### src/hdl/egb_pkg.sv
package egb_pkg;

  localparam int MAX_ARMS_DEF    = 16;
  localparam int COUNT_WIDTH_DEF = 32;

  localparam int ARM_W      = 4;
  localparam int REWARD_W   = 17;
  localparam int DRAW_W     = 16;
  localparam int EPS_W      = 17;
  localparam int NA_W       = 5;
  localparam int CFG_IDX_W  = 1;
  localparam int CFG_DATA_W = 17;

  localparam int DIV_STEPS = REWARD_W;
  localparam int DIV_CNT_W = $clog2(DIV_STEPS + 1);

  localparam logic [REWARD_W-1:0] Q_ONE   = 17'h10000;
  localparam logic [EPS_W-1:0]    EPS_RST = 17'd6554;
  localparam logic [NA_W-1:0]     NA_RST  = 5'd10;

  typedef enum logic [CFG_IDX_W-1:0] {
    CFG_EPSILON  = 1'b0,
    CFG_NUM_ARMS = 1'b1
  } cfg_reg_t;

  typedef struct packed {
    logic                has_feedback;
    logic [ARM_W-1:0]    arm;
    logic [REWARD_W-1:0] reward;
    logic [DRAW_W-1:0]   explore_draw;
    logic [ARM_W-1:0]    random_arm;
  } in_item_t;

  typedef struct packed {
    logic [ARM_W-1:0] chosen_arm;
    logic             explored;
  } out_item_t;

  typedef enum logic [3:0] {
    ST_IDLE,
    ST_START,
    ST_LOAD,
    ST_DIV,
    ST_WB,
    ST_DECIDE,
    ST_SCAN,
    ST_SCAN_END,
    ST_OUT
  } state_t;

  typedef struct packed {
    logic take;
    logic rd_learn;
    logic div_load;
    logic div_step;
    logic wr_back;
    logic scan_clr;
    logic scan_rd;
    logic out_load;
  } cmd_t;

  typedef struct packed {
    logic learn_en;
    logic div_last;
    logic explore;
    logic scan_last;
    logic out_free;
  } sts_t;

endpackage

### src/hdl/epsilon_greedy_bandit_agent_core.sv
// Channel  Direction  Handshake            Payload
// in_      input      in_valid / in_stall  egb_pkg::in_item_t
// out_     output     out_valid/ out_stall egb_pkg::out_item_t
// cfg_     input      cfg_wr_en            cfg_index, cfg_wdata
//
// An item with feedback goes through one read, one load, the bit-serial divider
// and one write-back, then the argmax scan at one arm per cycle through the
// single read port of the stores. An explored item or one without feedback
// skips the parts it does not need.
// Reset is synchronous and marks all arm estimates and counts invalid at once.
// A stalled output holds the result, and the block takes one item at a time.
module epsilon_greedy_bandit_agent_core #(
  parameter int MAX_ARMS    = egb_pkg::MAX_ARMS_DEF,
  parameter int COUNT_WIDTH = egb_pkg::COUNT_WIDTH_DEF
) (
  input  logic                           clk,
  input  logic                           rst_n,
  input  logic                           in_valid,
  output logic                           in_stall,
  input  egb_pkg::in_item_t              in_item,
  output logic                           out_valid,
  input  logic                           out_stall,
  output egb_pkg::out_item_t             out_item,
  input  logic                           cfg_wr_en,
  input  logic [egb_pkg::CFG_IDX_W-1:0]  cfg_index,
  input  logic [egb_pkg::CFG_DATA_W-1:0] cfg_wdata
);
  import egb_pkg::*;

  cmd_t cmd;
  sts_t sts;

  egb_ctrl u_ctrl (
    .clk      (clk),
    .rst_n    (rst_n),
    .in_valid (in_valid),
    .sts      (sts),
    .cmd      (cmd),
    .in_stall (in_stall)
  );

  egb_dpath #(
    .MAX_ARMS    (MAX_ARMS),
    .COUNT_WIDTH (COUNT_WIDTH)
  ) u_dpath (
    .clk       (clk),
    .rst_n     (rst_n),
    .in_item   (in_item),
    .cfg_wr_en (cfg_wr_en),
    .cfg_index (cfg_index),
    .cfg_wdata (cfg_wdata),
    .cmd       (cmd),
    .sts       (sts),
    .out_valid (out_valid),
    .out_stall (out_stall),
    .out_item  (out_item)
  );

endmodule

### src/hdl/egb_ctrl.sv
module egb_ctrl (
  input  logic          clk,
  input  logic          rst_n,
  input  logic          in_valid,
  input  egb_pkg::sts_t sts,
  output egb_pkg::cmd_t cmd,
  output logic          in_stall
);
  import egb_pkg::*;

  state_t state_r;
  state_t state_nxt;

  always_ff @(posedge clk) begin
    if (!rst_n) begin
      state_r <= ST_IDLE;
    end else begin
      state_r <= state_nxt;
    end
  end

  always_comb begin
    state_nxt = state_r;
    case (state_r)
      ST_IDLE: begin
        if (in_valid) begin
          state_nxt = ST_START;
        end
      end
      ST_START: begin
        state_nxt = sts.learn_en ? ST_LOAD : ST_DECIDE;
      end
      ST_LOAD: begin
        state_nxt = ST_DIV;
      end
      ST_DIV: begin
        if (sts.div_last) begin
          state_nxt = ST_WB;
        end
      end
      ST_WB: begin
        state_nxt = ST_DECIDE;
      end
      ST_DECIDE: begin
        state_nxt = sts.explore ? ST_OUT : ST_SCAN;
      end
      ST_SCAN: begin
        if (sts.scan_last) begin
          state_nxt = ST_SCAN_END;
        end
      end
      ST_SCAN_END: begin
        state_nxt = ST_OUT;
      end
      ST_OUT: begin
        if (sts.out_free) begin
          state_nxt = ST_IDLE;
        end
      end
      default: begin
        state_nxt = ST_IDLE;
      end
    endcase
  end

  always_comb begin
    cmd      = '0;
    in_stall = 1'b1;
    case (state_r)
      ST_IDLE: begin
        in_stall = 1'b0;
        cmd.take = in_valid;
      end
      ST_START: begin
        cmd.rd_learn = 1'b1;
      end
      ST_LOAD: begin
        cmd.div_load = 1'b1;
      end
      ST_DIV: begin
        cmd.div_step = 1'b1;
      end
      ST_WB: begin
        cmd.wr_back = 1'b1;
      end
      ST_DECIDE: begin
        cmd.scan_clr = 1'b1;
      end
      ST_SCAN: begin
        cmd.scan_rd = 1'b1;
      end
      ST_SCAN_END: begin
        cmd = '0;
      end
      ST_OUT: begin
        cmd.out_load = sts.out_free;
      end
      default: begin
        cmd = '0;
      end
    endcase
  end

endmodule

### src/hdl/egb_dpath.sv
module egb_dpath #(
  parameter int MAX_ARMS    = egb_pkg::MAX_ARMS_DEF,
  parameter int COUNT_WIDTH = egb_pkg::COUNT_WIDTH_DEF
) (
  input  logic                             clk,
  input  logic                             rst_n,
  input  egb_pkg::in_item_t                in_item,
  input  logic                             cfg_wr_en,
  input  logic [egb_pkg::CFG_IDX_W-1:0]    cfg_index,
  input  logic [egb_pkg::CFG_DATA_W-1:0]   cfg_wdata,
  input  egb_pkg::cmd_t                    cmd,
  output egb_pkg::sts_t                    sts,
  output logic                             out_valid,
  input  logic                             out_stall,
  output egb_pkg::out_item_t               out_item
);
  import egb_pkg::*;

  localparam int AW = (MAX_ARMS > 1) ? $clog2(MAX_ARMS) : 1;
  localparam int XW = AW + NA_W;
  localparam int CW = COUNT_WIDTH;
  localparam logic [CW-1:0] CMAX = {CW{1'b1}};

  in_item_t            item_r;
  logic [EPS_W-1:0]    eps_r;
  logic [NA_W-1:0]     na_r;

  logic [REWARD_W-1:0] val_mem [MAX_ARMS];
  logic [CW-1:0]       cnt_mem [MAX_ARMS];
  logic [MAX_ARMS-1:0] vld_r;

  logic                rd_en;
  logic [AW-1:0]       rd_addr;
  logic [REWARD_W-1:0] val_q_r;
  logic [CW-1:0]       cnt_q_r;
  logic                rd_vld_r;
  logic [AW-1:0]       rd_idx_r;

  logic [XW-1:0]       arm_x;
  logic [AW-1:0]       arm_idx;
  logic [XW-1:0]       na_x;
  logic [XW-1:0]       last_x;
  logic [AW-1:0]       last_idx;
  logic [XW-1:0]       rarm_x;
  logic [XW-1:0]       clamp_x;
  logic [XW-1:0]       pick_x;
  logic                explore;

  logic [REWARD_W-1:0] q_cur;
  logic [CW-1:0]       c_cur;
  logic [REWARD_W-1:0] r_sat;
  logic                ge;
  logic [REWARD_W-1:0] diff;

  logic [REWARD_W-1:0] q_old_r;
  logic                ge_r;
  logic [CW-1:0]       cnt_new_r;
  logic [CW-1:0]       cnt_new_nxt;
  logic [REWARD_W-1:0] dvd_r;
  logic [REWARD_W-1:0] dvd_nxt;
  logic [CW-1:0]       rem_r;
  logic [CW-1:0]       rem_nxt;
  logic [DIV_CNT_W-1:0] div_cnt_r;
  logic [DIV_CNT_W-1:0] div_cnt_nxt;
  logic [CW:0]         rem_sh;
  logic [CW:0]         rem_sub;
  logic                sub_ok;
  logic [REWARD_W-1:0] q_new;

  logic [AW-1:0]       scan_addr_r;
  logic [AW-1:0]       scan_addr_nxt;
  logic                scan_dv_r;
  logic                first_r;
  logic                first_nxt;
  logic [REWARD_W-1:0] best_r;
  logic [REWARD_W-1:0] best_nxt;
  logic [AW-1:0]       pick_r;
  logic [AW-1:0]       pick_nxt;
  logic [REWARD_W-1:0] scan_val;

  logic                out_vld_r;
  logic                out_vld_nxt;
  out_item_t           out_item_r;

  // Input item and configuration registers.
  always_ff @(posedge clk) begin
    if (cmd.take) begin
      item_r <= in_item;
    end
  end

  always_ff @(posedge clk) begin
    if (!rst_n) begin
      eps_r <= EPS_RST;
      na_r  <= NA_RST;
    end else if (cfg_wr_en) begin
      case (cfg_reg_t'(cfg_index))
        CFG_EPSILON:  eps_r <= cfg_wdata[EPS_W-1:0];
        CFG_NUM_ARMS: na_r  <= cfg_wdata[NA_W-1:0];
        default: begin
        end
      endcase
    end
  end

  // Arm range handling.
  assign arm_x    = XW'(item_r.arm);
  assign arm_idx  = arm_x[AW-1:0];
  assign na_x     = XW'(na_r);
  assign last_x   = (na_r == '0) ? '0 :
                    (na_x > XW'(MAX_ARMS)) ? XW'(MAX_ARMS - 1) : na_x - XW'(1);
  assign last_idx = last_x[AW-1:0];
  assign rarm_x   = XW'(item_r.random_arm);
  assign clamp_x  = (rarm_x > last_x) ? last_x : rarm_x;
  assign explore  = {1'b0, item_r.explore_draw} < eps_r;

  // Arm stores: one write port, one registered read port each.
  assign rd_en   = cmd.rd_learn | cmd.scan_rd;
  assign rd_addr = cmd.scan_rd ? scan_addr_r : arm_idx;

  always_ff @(posedge clk) begin
    if (rd_en) begin
      val_q_r  <= val_mem[rd_addr];
      cnt_q_r  <= cnt_mem[rd_addr];
      rd_vld_r <= vld_r[rd_addr];
      rd_idx_r <= rd_addr;
    end
    if (cmd.wr_back) begin
      val_mem[arm_idx] <= q_new;
      cnt_mem[arm_idx] <= cnt_new_r;
    end
  end

  always_ff @(posedge clk) begin
    if (!rst_n) begin
      vld_r <= '0;
    end else if (cmd.wr_back) begin
      vld_r[arm_idx] <= 1'b1;
    end
  end

  // Sample-average update with a restoring divider, one quotient bit per cycle.
  assign q_cur = rd_vld_r ? val_q_r : '0;
  assign c_cur = rd_vld_r ? cnt_q_r : '0;
  assign r_sat = (item_r.reward > Q_ONE) ? Q_ONE : item_r.reward;
  assign ge    = r_sat >= q_cur;
  assign diff  = ge ? (r_sat - q_cur) : (q_cur - r_sat);

  assign rem_sh  = {rem_r, dvd_r[REWARD_W-1]};
  assign rem_sub = rem_sh - {1'b0, cnt_new_r};
  assign sub_ok  = rem_sh >= {1'b0, cnt_new_r};
  assign q_new   = ge_r ? (q_old_r + dvd_r) : (q_old_r - dvd_r);

  always_comb begin
    cnt_new_nxt = cnt_new_r;
    dvd_nxt     = dvd_r;
    rem_nxt     = rem_r;
    div_cnt_nxt = div_cnt_r;
    if (cmd.div_load) begin
      cnt_new_nxt = (c_cur == CMAX) ? c_cur : c_cur + CW'(1);
      dvd_nxt     = diff;
      rem_nxt     = '0;
      div_cnt_nxt = '0;
    end else if (cmd.div_step) begin
      rem_nxt     = sub_ok ? rem_sub[CW-1:0] : rem_sh[CW-1:0];
      dvd_nxt     = {dvd_r[REWARD_W-2:0], sub_ok};
      div_cnt_nxt = div_cnt_r + DIV_CNT_W'(1);
    end
  end

  always_ff @(posedge clk) begin
    if (cmd.div_load) begin
      q_old_r <= q_cur;
      ge_r    <= ge;
    end
    cnt_new_r <= cnt_new_nxt;
    dvd_r     <= dvd_nxt;
    rem_r     <= rem_nxt;
    div_cnt_r <= div_cnt_nxt;
  end

  // Argmax scan over the arms in use, lowest index kept on a tie.
  assign scan_val = rd_vld_r ? val_q_r : '0;

  always_comb begin
    scan_addr_nxt = scan_addr_r;
    first_nxt     = first_r;
    best_nxt      = best_r;
    pick_nxt      = pick_r;
    if (cmd.scan_clr) begin
      scan_addr_nxt = '0;
      first_nxt     = 1'b1;
    end else if (cmd.scan_rd) begin
      scan_addr_nxt = scan_addr_r + AW'(1);
    end
    if (scan_dv_r && (first_r || (scan_val > best_r))) begin
      best_nxt  = scan_val;
      pick_nxt  = rd_idx_r;
      first_nxt = 1'b0;
    end
  end

  always_ff @(posedge clk) begin
    scan_addr_r <= scan_addr_nxt;
    first_r     <= first_nxt;
    best_r      <= best_nxt;
    pick_r      <= pick_nxt;
  end

  always_ff @(posedge clk) begin
    if (!rst_n) begin
      scan_dv_r <= 1'b0;
    end else begin
      scan_dv_r <= cmd.scan_rd;
    end
  end

  // Output register.
  assign pick_x      = explore ? clamp_x : XW'(pick_r);
  assign out_vld_nxt = cmd.out_load | (out_vld_r & out_stall);

  always_ff @(posedge clk) begin
    if (!rst_n) begin
      out_vld_r <= 1'b0;
    end else begin
      out_vld_r <= out_vld_nxt;
    end
  end

  always_ff @(posedge clk) begin
    if (cmd.out_load) begin
      out_item_r.chosen_arm <= pick_x[ARM_W-1:0];
      out_item_r.explored   <= explore;
    end
  end

  assign out_valid = out_vld_r;
  assign out_item  = out_item_r;

  assign sts.learn_en  = item_r.has_feedback & (arm_x < XW'(MAX_ARMS));
  assign sts.div_last  = div_cnt_r == DIV_CNT_W'(DIV_STEPS - 1);
  assign sts.explore   = explore;
  assign sts.scan_last = scan_addr_r == last_idx;
  assign sts.out_free  = ~out_vld_r | ~out_stall;

endmodule

### config.mk
export PLATFORM = sky130hd
export DESIGN_NAME = epsilon_greedy_bandit_agent_core
export DESIGN_NICKNAME = d
export VERILOG_FILES = /design/src/hdl/egb_pkg.sv /design/src/hdl/epsilon_greedy_bandit_agent_core.sv /design/src/hdl/egb_ctrl.sv /design/src/hdl/egb_dpath.sv
export SDC_FILE = /design/constraint.sdc
export NUM_CORES = 2
export LEC_CHECK = 0
export BUFFER_PORTS_ARGS = -buffer_cell sky130_fd_sc_hd__buf_2
export CELL_PAD_IN_SITES_DETAIL_PLACEMENT = 2
export CELL_PAD_IN_SITES_GLOBAL_PLACEMENT = 2
export CORE_MARGIN = 3
export CORE_UTILIZATION = 35
export CTS_CLUSTER_DIAMETER = 40
export CTS_CLUSTER_SIZE = 25
export DETAILED_ROUTE_END_ITERATION = 10
export PLACE_DENSITY_LB_ADDON = 0.1
export SETUP_SLACK_MARGIN = 0.3
export SYNTH_ARGS = -nofsm -noshare
export SYNTH_HDL_FRONTEND = slang
export SYNTH_SLANG_ARGS = --single-unit
### constraint.sdc
create_clock -name clk -period 10.9 [get_ports clk]
set_input_delay 0.545 -clock clk [delete_from_list [all_inputs] [get_ports clk]]
set_output_delay 0.545 -clock clk [all_outputs]
set_load 0.01 [all_outputs]
==> impl_metrics.py <==
metrics = {
    "clocking": {
        "clk_pin_slew_ns": 0.05,
        "cts_made_buffers": 175,
        "cts_setup_buffers": 0,
        "cts_htree_levels": 4,
        "root_buffer": "clkbuf_16",
        "cts_buffer_depth": 3,
        "clk_latency_ns": 0.80,
        "cts.sinks": 1059,
        "cts_tree": "built",
    },
    "synth": {
        "async_flop_share_pct": 0,
        "post-synth-top-area-fraction_pct": 62.5,
        "synth_area_leaders": "edfxtp_1, nand2_1, nand3_1, dfxtp_1, ha_1",
        "yosysSeqAreaShare_pct": 66.2,
        "synth_cell_types": 79,
        "syn-num-nets": 4181,
        "synthFlopType": "edfxtp_1",
        "yosysWarnings": 0,
        "syn_area_per_cell_sq_um": 11.7,
        "yosysMostFrequentCell": "nand2_1",
        "netlist_instances": 3989,
        "netlist_area_sq_um": 46800,
        "synth_commonest_cells": "nand2_1, edfxtp_1, nand3_1",
        "synth_edf_count": 973,
        "ys_ff_latch": 1059,
        "synth_largest_area_cell": "edfxtp_1",
    },
    "sta": {
        "hold_ws_ns": 0.122,
        "fmaxAchievable_ghz": 0.206,
        "finalHoldViolations": 0,
        "setup-tns-final_ns": 0,
        "slew_viol_final": 0,
        "rsz0062_at_grt": "false",
        "fin_ws_ns": 6.04,
        "fin_worst_skew_ns": 0.0290,
        "slew_headroom_pct": 12.8,
        "timing.final.crit_share_pct": 44.6,
        "worst_pin_slew_ns": 1.30,
        "setup_viol": 0,
        "fin_crit_ns": 4.86,
    },
    "detailed_routing": {
        "routed_via_density": 5.41,
        "firstDrtPassIters": 6,
        "num_vias": 32700,
        "wl_per_cell_microns": 26.3,
        "wl_mm": 159,
        "antenna_left": 0,
        "drt-initial-drc-count": 2093,
        "drc": 0,
    },
    "global_routing": {
        "grt_usage_pct": 23.1,
        "grt_pass1_wl_mm": 237,
        "grt_max_degree": 123,
        "grt_antenna_before_repair": 1,
        "met1_usage_pct": 29.5,
        "top_usage_layer": "met2",
        "grt_pass1_vias": 35900,
        "grt-ovfl-total": 0,
        "grtUsageMet3_pct": 3.30,
        "met2_usage_pct": 40.5,
    },
    "placement": {
        "port_buffers": 71,
        "place_hpwl_mm": 88.7,
        "place_ws_ns": 5.93,
        "place.gp.congestion": 0.786,
    },
    "pwr": {
        "p_int_w": 0.00912,
        "leakagePower_nw": 20.4,
        "seq_power_share_pct": 38.6,
        "swShare_pct": 29.5,
        "comb_power_share_pct": 17.3,
        "clockPowerShare_pct": 44.1,
        "powerDensity_nw_per_um2": 232,
        "switchingPower_w": 0.00382,
        "ir_worst_vdd_mv": 0.172,
    },
    "hold_path": {
        "hp-class": "in -> reg",
    },
    "critical_path": {
        "worstSetupStartpointType": "register",
        "end_kind": "register",
        "arrival_ns": 5.25,
        "crit_type": "reg -> reg",
        "crit_fanout": 16,
        "worstPathRequired_ns": 11.29,
    },
    "cells_and_area": {
        "drive_above_1_share_pct": 11.4,
        "nNetsFinal": 4337,
        "areaGrowthSynthToFinish_pct": 19.5,
        "antenna_cells": 0,
    },
    "die": {
        "ios": 72,
        "initial_core_util_pct": 35.4,
        "rows": 133,
        "die_x_microns": 372,
        "core_sq_um": 132000,
        "die_area_sq_um": 138000,
        "fp.dieH_microns": 372,
    },
    "job": {
        "drv_cap": 0,
    },
    "run_status": {
        "outcome": "completed",
    },
}
path summary, 6_finish.rpt:
kind	startpoint	end	slack [ns]	cells past startpoint
hold / removal	out_stall	u_dpath.out_valid	0.12	3
hold reg to reg	u_dpath.rd_idx_r[1]	u_dpath.pick_r[1]	0.43	0
setup reg to reg	u_dpath.dvd_r[0]	u_dpath.val_mem[13][15]	6.04	12
setup / recovery	u_dpath.dvd_r[0]	u_dpath.val_mem[13][15]	6.04	12
worst max-delay path, stage by stage (launching register included):
cell and delay (ns):
edfxtp_1 0.48, inv_1 0.10, ha_1 0.30, mux2_2 0.29, ha_1 0.28, a21o_1 0.15
a21oi_1 0.27, o21bai_1 0.15, a2111oi_0 1.00, nor2_1 0.28, a21o_1 0.27, o41ai_1 0.45
xnor2_2 0.42
power groups by stage:
| stage | clock (W) | combinational (W) | sequential [W] |
|---|---|---|---|
| after floorplan | 0 | 0.00151 | 0.00496 |
| after CTS | 0.00585 | 0.00227 | 0.00499 |
| final | 0.00571 | 0.00224 | 0.00499 |
| after global routing | 0.00602 | 0.00250 | 0.00501 |
| after global placement | 0 | 0.00219 | 0.00507 |
| after detailed placement | 0 | 0.00223 | 0.00507 |
cells in the final DEF, fill, tap and decap left out, types with 86 or more instances in the layout:
cell type / netlist / layout
inv_1: 134 / 132
nand2_1: 996 / 996
edfxtp_1: 973 / 973
a311oi_1: 103 / 103
ha_1: 123 / 123
o21ai_0: 96 / 96
clkbuf_16: 0 / 181
a21oi_1: 104 / 104
nand3_1: 441 / 441
dfxtp_1: 86 / 86
nor2_1: 102 / 89
registers in the layout, indices dropped and copies added, names as in the netlist, 4 cells and up:
name / flops
u_dpath.rd_idx_r: 4
u_dpath.best_r: 17
u_dpath.scan_addr_r: 4
u_dpath.pick_r: 4
u_dpath.arm_idx: 4
u_dpath.vld_r: 16
u_dpath.val_q_r: 17
u_dpath.item_r: 38
u_dpath.val_mem: 272
u_dpath.eps_r: 17
u_dpath.cnt_q_r: 32
u_dpath.cnt_mem: 512
u_dpath.na_r: 5
u_dpath.cnt_new_r: 32
u_dpath.rem_r: 32
u_dpath.dvd_r: 17
u_ctrl.state_r: 4
u_dpath.out_item: 5
u_dpath.q_old_r: 17
u_dpath.div_cnt_r: 5
per-stage QoR:
| stage | std cells | power, W | util [%] | cell area, sq um |
|---|---|---|---|---|
| after CTS | 6052 | 0.0131 | 42.3 | 55900 |
| after global placement | 5664 | 0.00726 | 37.2 | 49200 |
| after global routing | 6052 | 0.0135 | 42.3 | 55900 |
| after detailed placement | 5664 | 0.00730 | 37.2 | 49200 |
| after floorplan | 3989 | 0.00647 | - | 46800 |
| final | 6052 | 0.0129 | 42.3 | 55900 |
what timing repair did:
| action | CTS | global route |
|---|---|---|
| endpoints found under the hold margin | 61 | 0 |
| resized for setup | 0 | 0 |
| hold buffers | 59 | 0 |
cell families after synthesis:
family | Yosys count | synth area share, %
AO/OA/AOI/OAI | 543 | 7.92
XOR/XNOR | 98 | 1.84
adder cells (fa/ha/maj) | 128 | 3.48
buffers and inverters | 357 | 3.10
flip-flops | 1059 | 66.2
multiplexers | 43 | 0.950
AND/OR/NAND/NOR | 1761 | 16.5
layer usage:
metal,up-vias,routed length (microns)
li1,14900,-
met1,17100,70200
met2,516,80300
met3,223,4920
met4,0,3710
met5,-,0
area by class of cell:
| type | instances | area, sq um |
|---|---|---|
| fill | 13300 | 76300 |
| sequential | 1059 | 30900 |
| multi-input combinational | 2573 | 14600 |
| clock buffer | 203 | 4630 |
| tap | 1755 | 2200 |
| timing repair buffer | 198 | 1510 |
| clock inverter | 126 | 1470 |
| inverter | 138 | 539 |
Power figures use the tool's default switching activity.
